### src/design/rihv_pkg.sv
// Shared types, header offsets and size-code tables for the ROM image header validator.
package rihv_pkg;

	// Header byte offsets within the image
	localparam int unsigned HDR_ADDR_BITS = 9;
	localparam logic [HDR_ADDR_BITS-1:0] HDR_FIRST   = 9'h134;
	localparam logic [HDR_ADDR_BITS-1:0] HDR_LAST    = 9'h14C;
	localparam logic [HDR_ADDR_BITS-1:0] POS_TYPE    = 9'h147;
	localparam logic [HDR_ADDR_BITS-1:0] POS_ROMSZ   = 9'h148;
	localparam logic [HDR_ADDR_BITS-1:0] POS_RAMSZ   = 9'h149;
	localparam logic [HDR_ADDR_BITS-1:0] POS_HSUM    = 9'h14D;
	localparam logic [HDR_ADDR_BITS-1:0] POS_GSUM_HI = 9'h14E;
	localparam logic [HDR_ADDR_BITS-1:0] POS_GSUM_LO = 9'h14F;

	// Only ROM-only cartridges are supported
	localparam logic [7:0] TYPE_ROM_ONLY = 8'h00;

	// Field widths
	localparam int unsigned ROM_BANK_BITS = 10;
	localparam int unsigned RAM_BANK_BITS = 5;

	// ROM size codes
	localparam logic [7:0] ROM_CODE_SHIFT_MAX = 8'h08;
	localparam logic [7:0] ROM_CODE_72        = 8'h52;
	localparam logic [7:0] ROM_CODE_80        = 8'h53;
	localparam logic [7:0] ROM_CODE_96        = 8'h54;
	localparam int unsigned ROM_BANK_KIB = 16;
	localparam logic [ROM_BANK_BITS-1:0] ROM_BANKS_72 = ROM_BANK_BITS'(1152 / ROM_BANK_KIB);
	localparam logic [ROM_BANK_BITS-1:0] ROM_BANKS_80 = ROM_BANK_BITS'(1280 / ROM_BANK_KIB);
	localparam logic [ROM_BANK_BITS-1:0] ROM_BANKS_96 = ROM_BANK_BITS'(1536 / ROM_BANK_KIB);

	// RAM size codes
	localparam logic [7:0] RAM_CODE_NONE  = 8'h00;
	localparam logic [7:0] RAM_CODE_2K    = 8'h01;
	localparam logic [7:0] RAM_CODE_8K    = 8'h02;
	localparam logic [7:0] RAM_CODE_32K   = 8'h03;
	localparam logic [7:0] RAM_CODE_128K  = 8'h04;
	localparam logic [7:0] RAM_CODE_64K   = 8'h05;
	localparam int unsigned RAM_BANK_KIB = 8;
	localparam logic [RAM_BANK_BITS-1:0] RAM_BANKS_2K   = RAM_BANK_BITS'(2 / RAM_BANK_KIB);
	localparam logic [RAM_BANK_BITS-1:0] RAM_BANKS_8K   = RAM_BANK_BITS'(8 / RAM_BANK_KIB);
	localparam logic [RAM_BANK_BITS-1:0] RAM_BANKS_32K  = RAM_BANK_BITS'(32 / RAM_BANK_KIB);
	localparam logic [RAM_BANK_BITS-1:0] RAM_BANKS_128K = RAM_BANK_BITS'(128 / RAM_BANK_KIB);
	localparam logic [RAM_BANK_BITS-1:0] RAM_BANKS_64K  = RAM_BANK_BITS'(64 / RAM_BANK_KIB);

	// Result status, checked in load order
	typedef enum logic [1:0] {
		STATUS_OK       = 2'd0,
		STATUS_HDR_BAD  = 2'd1,
		STATUS_TYPE_BAD = 2'd2,
		STATUS_GLB_BAD  = 2'd3
	} status_t;

	// Size code decode result
	typedef struct packed {
		logic [ROM_BANK_BITS-1:0] rom_banks;
		logic [RAM_BANK_BITS-1:0] ram_banks;
		logic                     rom_valid;
		logic                     ram_valid;
	} size_info_t;

	// ROM and RAM size code decode
	function automatic size_info_t decode_sizes(input logic [7:0] rom_code,
		input logic [7:0] ram_code);
		size_info_t info;
		info = '0;
		if (rom_code <= ROM_CODE_SHIFT_MAX) begin
			info.rom_banks = ROM_BANK_BITS'(2) << rom_code[3:0];
			info.rom_valid = 1'b1;
		end else begin
			unique case (rom_code)
				ROM_CODE_72: begin
					info.rom_banks = ROM_BANKS_72;
					info.rom_valid = 1'b1;
				end
				ROM_CODE_80: begin
					info.rom_banks = ROM_BANKS_80;
					info.rom_valid = 1'b1;
				end
				ROM_CODE_96: begin
					info.rom_banks = ROM_BANKS_96;
					info.rom_valid = 1'b1;
				end
				default: begin
					info.rom_banks = '0;
					info.rom_valid = 1'b0;
				end
			endcase
		end
		unique case (ram_code)
			RAM_CODE_NONE: begin
				info.ram_banks = '0;
				info.ram_valid = 1'b1;
			end
			RAM_CODE_2K: begin
				info.ram_banks = RAM_BANKS_2K;
				info.ram_valid = 1'b1;
			end
			RAM_CODE_8K: begin
				info.ram_banks = RAM_BANKS_8K;
				info.ram_valid = 1'b1;
			end
			RAM_CODE_32K: begin
				info.ram_banks = RAM_BANKS_32K;
				info.ram_valid = 1'b1;
			end
			RAM_CODE_128K: begin
				info.ram_banks = RAM_BANKS_128K;
				info.ram_valid = 1'b1;
			end
			RAM_CODE_64K: begin
				info.ram_banks = RAM_BANKS_64K;
				info.ram_valid = 1'b1;
			end
			default: begin
				info.ram_banks = '0;
				info.ram_valid = 1'b0;
			end
		endcase
		return info;
	endfunction

endpackage

### src/design/rom_image_header_validator.sv
// Top level of the ROM image header validator: byte stream in, one status word per image out.
// Streams a cartridge ROM image one byte per cycle while the input is not stalled, each byte
// with its offset, and keeps the 8-bit header checksum (0x134..0x14C) and the 16-bit global
// sum. It captures the type byte, the ROM/RAM size codes and both stored checksums, and on the
// word marked last_byte emits one result word: status (header sum, then type, then global sum;
// first failure wins), the computed sums, the type byte and the decoded bank counts. Throughput
// is one byte per cycle unless stalled: a byte sits in the input register while the sums and
// captures update, and when a last byte advances its result lands in the output register and
// out_valid rises. The input stalls only when a last byte is waiting and the output register
// still holds an untaken result.
// Captured header fields are kept across images; the running sums clear after each last byte.
module rom_image_header_validator #(
	parameter int unsigned ADDR_BITS = 23
) (
	input  logic                 clk,
	input  logic                 arst_n,
	// Byte input channel
	input  logic                 in_valid,
	output logic                 in_stall,
	input  logic [7:0]           rom_byte,
	input  logic [ADDR_BITS-1:0] byte_address,
	input  logic                 last_byte,
	// Result output channel
	output logic                 out_valid,
	input  logic                 out_stall,
	output logic [1:0]           status,
	output logic [7:0]           computed_header_sum,
	output logic [15:0]          computed_global_sum,
	output logic [7:0]           cart_type_code,
	output logic [rihv_pkg::ROM_BANK_BITS-1:0] rom_banks,
	output logic [rihv_pkg::RAM_BANK_BITS-1:0] ram_banks,
	output logic                 rom_code_valid,
	output logic                 ram_code_valid
);

	// Header offsets at the address width
	localparam logic [ADDR_BITS-1:0] A_HDR_FIRST = ADDR_BITS'(rihv_pkg::HDR_FIRST);
	localparam logic [ADDR_BITS-1:0] A_HDR_LAST  = ADDR_BITS'(rihv_pkg::HDR_LAST);
	localparam logic [ADDR_BITS-1:0] A_TYPE      = ADDR_BITS'(rihv_pkg::POS_TYPE);
	localparam logic [ADDR_BITS-1:0] A_ROMSZ     = ADDR_BITS'(rihv_pkg::POS_ROMSZ);
	localparam logic [ADDR_BITS-1:0] A_RAMSZ     = ADDR_BITS'(rihv_pkg::POS_RAMSZ);
	localparam logic [ADDR_BITS-1:0] A_HSUM      = ADDR_BITS'(rihv_pkg::POS_HSUM);
	localparam logic [ADDR_BITS-1:0] A_GSUM_HI   = ADDR_BITS'(rihv_pkg::POS_GSUM_HI);
	localparam logic [ADDR_BITS-1:0] A_GSUM_LO   = ADDR_BITS'(rihv_pkg::POS_GSUM_LO);

	// Input register
	logic                 valid_s1;
	logic [7:0]           byte_s1;
	logic [ADDR_BITS-1:0] addr_s1;
	logic                 last_s1;

	// Running and captured state
	logic [7:0]  hdr_sum_q;
	logic [15:0] glb_sum_q;
	logic [7:0]  stored_hsum_q;
	logic [15:0] stored_gsum_q;
	logic [7:0]  type_q;
	logic [7:0]  rom_code_q;
	logic [7:0]  ram_code_q;

	// Output register
	logic                    out_valid_q;
	rihv_pkg::status_t       status_q;
	logic [7:0]              hdr_out_q;
	logic [15:0]             glb_out_q;
	logic [7:0]              type_out_q;
	rihv_pkg::size_info_t    size_q;

	// Next-state values with the byte in the input register applied
	logic                 adv_s1;
	logic                 fire_last;
	logic [7:0]           hdr_sum_nxt;
	logic [15:0]          glb_sum_nxt;
	logic [7:0]           stored_hsum_nxt;
	logic [15:0]          stored_gsum_nxt;
	logic [7:0]           type_nxt;
	logic [7:0]           rom_code_nxt;
	logic [7:0]           ram_code_nxt;
	logic [15:0]          gsum_adj;
	rihv_pkg::status_t    status_nxt;
	rihv_pkg::size_info_t size_nxt;

	// Only a last byte can be held back by a full output register
	assign adv_s1    = !(valid_s1 && last_s1 && out_valid_q && out_stall);
	assign fire_last = valid_s1 && last_s1 && adv_s1;
	assign in_stall  = valid_s1 && !adv_s1;

	// Input register
	always_ff @(posedge clk or negedge arst_n) begin
		if (!arst_n) begin
			valid_s1 <= 1'b0;
		end else if (!in_stall) begin
			valid_s1 <= in_valid;
		end
	end

	always_ff @(posedge clk) begin
		if (in_valid && !in_stall) begin
			byte_s1 <= rom_byte;
			addr_s1 <= byte_address;
			last_s1 <= last_byte;
		end
	end

	// Sums and header captures for the byte in the input register
	always_comb begin
		hdr_sum_nxt     = hdr_sum_q;
		glb_sum_nxt     = glb_sum_q + {8'h00, byte_s1};
		stored_hsum_nxt = stored_hsum_q;
		stored_gsum_nxt = stored_gsum_q;
		type_nxt        = type_q;
		rom_code_nxt    = rom_code_q;
		ram_code_nxt    = ram_code_q;
		if (addr_s1 >= A_HDR_FIRST && addr_s1 <= A_HDR_LAST) begin
			hdr_sum_nxt = hdr_sum_q - (byte_s1 + 8'd1);
		end
		if (addr_s1 == A_TYPE) begin
			type_nxt = byte_s1;
		end
		if (addr_s1 == A_ROMSZ) begin
			rom_code_nxt = byte_s1;
		end
		if (addr_s1 == A_RAMSZ) begin
			ram_code_nxt = byte_s1;
		end
		if (addr_s1 == A_HSUM) begin
			stored_hsum_nxt = byte_s1;
		end
		if (addr_s1 == A_GSUM_HI) begin
			stored_gsum_nxt[15:8] = byte_s1;
		end
		if (addr_s1 == A_GSUM_LO) begin
			stored_gsum_nxt[7:0] = byte_s1;
		end
	end

	// Result word: global sum excludes the two stored checksum bytes
	always_comb begin
		gsum_adj = glb_sum_nxt - {8'h00, stored_gsum_nxt[15:8]} - {8'h00, stored_gsum_nxt[7:0]};
		if (hdr_sum_nxt != stored_hsum_nxt) begin
			status_nxt = rihv_pkg::STATUS_HDR_BAD;
		end else if (type_nxt != rihv_pkg::TYPE_ROM_ONLY) begin
			status_nxt = rihv_pkg::STATUS_TYPE_BAD;
		end else if (gsum_adj != stored_gsum_nxt) begin
			status_nxt = rihv_pkg::STATUS_GLB_BAD;
		end else begin
			status_nxt = rihv_pkg::STATUS_OK;
		end
		size_nxt = rihv_pkg::decode_sizes(rom_code_nxt, ram_code_nxt);
	end

	// State update; running sums clear after each image
	always_ff @(posedge clk or negedge arst_n) begin
		if (!arst_n) begin
			hdr_sum_q     <= '0;
			glb_sum_q     <= '0;
			stored_hsum_q <= '0;
			stored_gsum_q <= '0;
			type_q        <= '0;
			rom_code_q    <= '0;
			ram_code_q    <= '0;
		end else if (valid_s1 && adv_s1) begin
			hdr_sum_q     <= last_s1 ? 8'h00 : hdr_sum_nxt;
			glb_sum_q     <= last_s1 ? 16'h0000 : glb_sum_nxt;
			stored_hsum_q <= stored_hsum_nxt;
			stored_gsum_q <= stored_gsum_nxt;
			type_q        <= type_nxt;
			rom_code_q    <= rom_code_nxt;
			ram_code_q    <= ram_code_nxt;
		end
	end

	// Output register
	always_ff @(posedge clk or negedge arst_n) begin
		if (!arst_n) begin
			out_valid_q <= 1'b0;
		end else if (fire_last) begin
			out_valid_q <= 1'b1;
		end else if (!out_stall) begin
			out_valid_q <= 1'b0;
		end
	end

	always_ff @(posedge clk) begin
		if (fire_last) begin
			status_q   <= status_nxt;
			hdr_out_q  <= hdr_sum_nxt;
			glb_out_q  <= gsum_adj;
			type_out_q <= type_nxt;
			size_q     <= size_nxt;
		end
	end

	assign out_valid           = out_valid_q;
	assign status              = status_q;
	assign computed_header_sum = hdr_out_q;
	assign computed_global_sum = glb_out_q;
	assign cart_type_code      = type_out_q;
	assign rom_banks           = size_q.rom_banks;
	assign ram_banks           = size_q.ram_banks;
	assign rom_code_valid      = size_q.rom_valid;
	assign ram_code_valid      = size_q.ram_valid;

	// A stall on the input only comes from a last byte blocked by an untaken result
	a_stall_cause: assert property (@(posedge clk) disable iff (!arst_n)
		in_stall |-> (valid_s1 && last_s1 && out_valid_q && out_stall))
		else $error("input stalled without a blocked last byte");

	// Running sums restart at zero after each image
	a_sums_clear: assert property (@(posedge clk) disable iff (!arst_n)
		fire_last |=> (hdr_sum_q == 8'h00 && glb_sum_q == 16'h0000))
		else $error("running sums not cleared after last byte");

	// A new result only follows a last byte
	a_result_source: assert property (@(posedge clk) disable iff (!arst_n)
		$rose(out_valid_q) |-> $past(valid_s1 && last_s1))
		else $error("result appeared without a last byte");

endmodule

### config.mk
export PLATFORM = sky130hd
export DESIGN_NAME = rom_image_header_validator
export DESIGN_NICKNAME = d
export VERILOG_FILES = /design/src/design/rihv_pkg.sv /design/src/design/rom_image_header_validator.sv
export SDC_FILE = /design/constraint.sdc
export NUM_CORES = 1
export LEC_CHECK = 0
export BUFFER_PORTS_ARGS = -buffer_cell sky130_fd_sc_hd__clkbuf_2
export CAP_MARGIN = 20
export CORE_MARGIN = 2
export CORE_UTILIZATION = 40
export DETAILED_ROUTE_END_ITERATION = 16
export SYNTH_ARGS = -nofsm -noshare
export SYNTH_HDL_FRONTEND = slang
export SYNTH_SLANG_ARGS = --single-unit
### constraint.sdc
create_clock -name clk -period 6.9 [get_ports clk]
set_clock_uncertainty 0.2 [all_clocks]
set_input_delay 1.38 -clock clk [delete_from_list [all_inputs] [get_ports clk]]
set_output_delay 1.38 -clock clk [all_outputs]
set_load 0.1 [all_outputs]
==> Yosys cells after proc, flatten, opt, wreduce, memory -nomap -nowiden <==
Cells that the tools add are included.
{ "op_classes": {"shift": 1, "n_mux": 18, "n_lt_le_gt_ge": 3, "eq_ne": 17, "reduce_logical": 14, "add_sub_neg": 5} }
{ "op_table": {"columns": ["op", "count"], "rows": [
  ["== test 23 x 9 -> 1 bit, second input constant", 6],
  ["two-way mux 8 bit", 8],
  ["subtractor 16 x 8 -> 16 bit", 2],
  ["== test 8 x 7 -> 1 bit, second input constant", 3],
  [">= comparator 23 x 9 -> 1 bit, second input constant", 1],
  ["<= comparator 23 x 9 -> 1 bit, second input constant", 1],
  ["case mux 7 bit (3 select lines)", 1],
  ["case mux 5 bit (4 select lines)", 1],
  ["adder 16 x 8 -> 16 bit", 1],
  ["== test 8 x 2 -> 1 bit, second input constant", 2],
  ["== test 8 x 3 -> 1 bit, second input constant", 2],
  ["two-way mux 16 bit", 1],
  ["!= test 16 bit", 1],
  ["two-way mux 10 bit", 1],
  ["<< shifter 2 x 4 -> 10 bit, first input constant", 1],
  ["adder 8 x 1 -> 8 bit, second input constant", 1],
  ["== test 8 x 1 -> 1 bit, second input constant", 1],
  ["<= comparator 8 x 4 -> 1 bit, second input constant", 1],
  ["logical AND 1 bit", 8],
  ["logical NOT 8 bit", 1],
  ["!= test 8 bit", 1],
  ["nonzero test 8 bit", 1],
  ["subtractor 8 bit", 1],
  ["OR reduction 6 bit", 1],
  ["other kinds (5)", 10]
]} }
{ "word_totals": {"word_cells": 78, "regBits": 157} }

==> Depth between registers and ports, before layout <==
{ "depth": {"word_depth": 7, "mapped_depth": 24, "mapped_depth_nobuf": 22} }

==> Worst setup path after synthesis <==
No wires, ideal clock.
{ "synth_timing": {"kind": "register to register", "from": "reg addr_s1[19]", "to": "reg status_q[0], in the netlist status[0] (data pin)", "period_less_slack_ps": 6329, "setup_slack_ps": 571, "required_time_ps": 6428, "path_stages_with_launch": 21, "setup_ps": 272, "n_path_buf": 3, "arrival_time_ps": 5857, "cell_sequence": "edfxtp_1 -> or4b_1 -> buf_6 -> or4_4 -> or4_4 -> buf_6 -> buf_2 -> a21oi_1 -> xor2_1 -> ha_1 -> ha_1 -> a21o_1 -> a31o_2 -> a41oi_1 -> xnor3_1 -> or4_1 -> a2111oi_0 -> and3_1 -> o2111ai_1 -> a2111oi_2 -> o2111ai_1"} }
{ "synth_via": {"elab_chain_cells": 7} }
{ "synth_rtl": {"columns": ["element", "line", "rtl"], "rows": [
  ["start: declaration", "rom_image_header_validator.sv:49", "logic [ADDR_BITS-1:0] addr_s1;"],
  ["start signal: assignment", "rom_image_header_validator.sv:100", "addr_s1 <= byte_address;"],
  ["== test 23 x 9 -> 1 bit", "rom_image_header_validator.sv:129", "if (addr_s1 == A_GSUM_HI) begin"],
  ["two-way mux 8 bit", "rom_image_header_validator.sv:129", null],
  ["subtractor 16 x 8 -> 16 bit (2 in series)", "rom_image_header_validator.sv:139", "gsum_adj = glb_sum_nxt - {8'h00, stored_gsum_nxt[15:8]} - {8'h00, stored_gsum_nxt[7:0]};"],
  ["!= test 16 bit", "rom_image_header_validator.sv:144", "end else if (gsum_adj != stored_gsum_nxt) begin"],
  ["two-way mux 2 bit", "rom_image_header_validator.sv:144", null],
  ["two-way mux 2 bit", "rom_image_header_validator.sv:142", "end else if (type_nxt != rihv_pkg::TYPE_ROM_ONLY) begin"],
  ["end signal: assignment", "rom_image_header_validator.sv:186", "status_q <= status_nxt;"],
  ["end: declaration", "rom_image_header_validator.sv:63", "rihv_pkg::status_t status_q;"]
]} }
Parallel ways exist; a longest one is shown, timed or not.
A chain may end at the register's enable or synchronous reset.

==> Worst setup path after layout <==
Same ends and word-level chain as after synthesis.

==> out/results.ini <==
[yosys]
synth_edf_count = 81
ys_seq_elements = 155
synthCells = 824
synth_area_per_cell_um2 = 10.6
yosysWarnings = 0
syn-cell-area_um2 = 8710
synth_top_area_cell = edfxtp_1
synth_top_area_share_pct = 27.9
ys_types = 65
synth_flop_cell = edfxtp_1
ys_top_cells_by_area = edfxtp_1, dfrtp_1, ha_1
synth_commonest_cells = edfxtp_1, nand2_1, dfrtp_1
postSynth.asyncResetShare_pct = 47.7
ys_seq_area_share_pct = 49.2

[place]
numPortBuffers = 86
pre_cts_ws_ns = 0.238
hpwl_um = 15300
routabilityCongestion = 0.884

[run]
cap_violations = 0

[clocking]
cts_sinks = 155
cts_buffer_depth = 2
holdBufCountCts = 0
cts_tree = yes
cts_inserted_buffers = 17
h-tree-depth = 4
path_clk_slew_ns = 0.07
post_cts_buffers = 0
root_buffer = clkbuf_16
insertion_delay_ns = 0.44

[finish]
multi_input_area_um2 = 4160
antenna-diode-count = 0
final_core_util_pct = 47.8
area_growth_pct = 16.3
drive_gt1_share_pct = 21.2
seq_area_um2 = 4280
nFillCells = 1988
nets = 989

[critical_path]
reg2reg_from = addr_s1[19]
cp.required_ns = 6.86
critPathMaxFanout = 16
rr_worst_depth = 22
startpoint_type = flip-flop
crit_path_end_kind = flip-flop
arrival_ns = 6.44
worstReg2RegEnd = status[0]
r2r_slack_ns = 0.42
crit_type = reg -> reg

[timing]
fin_crit_sh_pct = 93.9
finalHoldViolCount = 0
setup_slack_ns = 0.420
relSlewSlack_pct = 32.4
setup_tns_ns = 0
slew_viol_final = 0
rsz0062_at_grt = no
worst_pin_slew_ns = 1.01
hold_ws_ns = 0.283
setup_violations = 0
period_needed_ns = 6.48
max_freq_ghz = 0.154

[pwr]
power.switching_mw = 1.49
power.leakage_nw = 4.34
p_total_mw = 3.65
clkPwrFrac_pct = 25.8
swShare_pct = 40.8
comb_power_share_pct = 42.8
power_frac_seq_pct = 31.4
p_int_mw = 2.16
vdd_drop_max_mv = 0.267
power_density_nw_per_um2 = 360

[global_routing]
grt_pass1_vias = 6029
grt_max_degree = 58
grt_usage_pct = 19.5
met2_usage_pct = 29.6
grt_pass1_wl_um = 33600
top_usage_layer = met2
grt_use_met3_pct = 3.14
grt_antenna_before_repair = 0
grt-ovfl-total = 0
grtUsageMet1_pct = 28.5

[drt]
vias_per_cell = 5.37
first_iter_violations = 551
ant_nets = 0
routedWlPerCell_um = 17.7
detail_route.first_pass.iterations = 5
drc_errors = 0
routed_wirelength_um = 21300
via_count = 6485

[die]
start_util_pct = 41.1
pin_count = 89
fp.dieH_um = 152
die_area_um2 = 23000
rows = 53
dieWidth_um = 152
fp.coreArea_um2 = 21200

[worst_hold_path]
min_to = rom_code_q[2]
whs_path_depth = 2
min_path_type = reg -> reg
hp-start = rom_code_q[2]

[outcome]
status = complete, no violations

metrics by stage:
| stage | cell area, µm² | cells |
|---|---|---|
| finish | 10100 | 1207 |
| floorplan | 8720 | 825 |
| global placement | 9530 | 1175 |
| detailed placement | 9530 | 1175 |
| CTS | 10100 | 1207 |
| global route | 10100 | 1207 |
metal layers:
| layer | routed length (µm) | share of wire, % |
|---|---|---|
| met1 | 10500 | 49 |
| met2 | 9410 | 44 |
| met3 | 1000 | 4.7 |
| met4 | 360 | 1.7 |
| met5 | 0 | 0 |
cell families (layout without fill, tap and decap cells):
family	count (synthesis)	in the layout	synth area share (%)
adders and majority gates	34	34	5.14
and+or+nand+nor	257	257	14.5
AOI/OAI and AO/OA	176	176	13.0
buffers and inverters	75	182	3.50
DFF	155	155	49.2
muxes	62	62	7.88
xor gates and xnor gates	64	64	6.75
other	1	2	0.0430
flip-flops by register name, summed over array words and instances, names as in the netlist, 2 cells and up:
register / count
rom_code_q: 8
stored_hsum_q: 8
ram_code_q: 8
computed_header_sum: 8
rom_banks: 9
glb_sum_q: 16
cart_type_code: 8
ram_banks: 4
addr_s1: 23
stored_gsum_q: 16
status: 2
hdr_sum_q: 8
byte_s1: 8
type_q: 8
computed_global_sum: 16
power by group through the flow:
| stage | sequential (mW) | combinational (mW) | clock, mW |
|---|---|---|---|
| floorplan | 1.46 | 0.888 | 0 |
| global placement | 1.16 | 1.52 | 0 |
| detailed placement | 1.16 | 1.52 | 0 |
| CTS | 1.15 | 1.53 | 0.958 |
| global route | 1.15 | 1.68 | 0.997 |
| finish | 1.15 | 1.56 | 0.943 |
layout make-up:
cell class,instances,area share [%]
sequential,155,42.3
multi-input combinational,595,41.0
timing repair buffer,110,6.05
clock buffer,18,4.23
tap,275,3.40
clock inverter,14,1.53
inverter,40,1.48
worst max-delay path by stage:
stage / startpoint / endpoint / slack (ns) / cells after the start
2_1_floorplan: addr_s1[19] / status[0] / 0.57 / 20
3_3_place_gp: addr_s1[19] / status[0] / 0.36 / 18
3_5_place_dp: addr_s1[18] / status[0] / 0.24 / 18
4_1_cts: addr_s1[18] / status[0] / 0.13 / 18
5_1_grt: addr_s1[19] / status[0] / 0.03 / 22
6_report: addr_s1[19] / status[0] / 0.42 / 22
critical path: stages, from the launching register on:
cell       delay [ns]
edfxtp_1         0.35
or4b_1           0.55
or4_4            0.51
or4_4            0.63
nand2_2          0.17
nor2_1           0.05
a211oi_1         0.21
a31oi_1          0.06
a21oi_1          0.14
ha_1             0.16
a31o_2           0.10
ha_1             0.28
a21o_1           0.18
a31o_2           0.21
a41oi_1          0.25
xnor3_1          0.26
or4_1            0.50
a2111oi_1        0.36
buf_4            0.18
and3_1           0.15
o2111ai_1        0.16
a2111oi_4        0.37
o2111ai_1        0.16
placed cells by master (no fill, tap or decap), types with 5 or more instances in the layout:
master	Yosys	final
nand2b_1	7	7
clkbuf_16	0	17
and3_1	5	5
dfrtp_1	74	74
a31oi_1	6	6
nand2_1	81	80
nor2_1	63	63
nor3_1	21	21
xnor2_1	42	42
nor4_1	6	6
a22o_1	7	7
o21ai_0	53	53
and2_1	7	7
mux2_2	33	33
clkbuf_2	0	85
nand3_1	18	18
a21o_1	13	13
a21boi_0	6	6
buf_4	2	25
or3_1	5	5
o31ai_1	6	6
nor2b_1	9	9
edfxtp_1	81	81
o21a_1	5	5
o211ai_1	6	6
a21oi_1	36	34
xor2_1	20	20
inv_1	40	40
ha_1	31	31
nand4_1	9	9
mux2i_1	27	27
a211oi_1	10	10
timing repair:
action | CTS | global route
gates resized for setup | 0 | 4
hold endpoints to repair | 0 | 0
setup endpoints to repair | 0 | 2
Note: power is estimated with default switching activity, not from simulation.
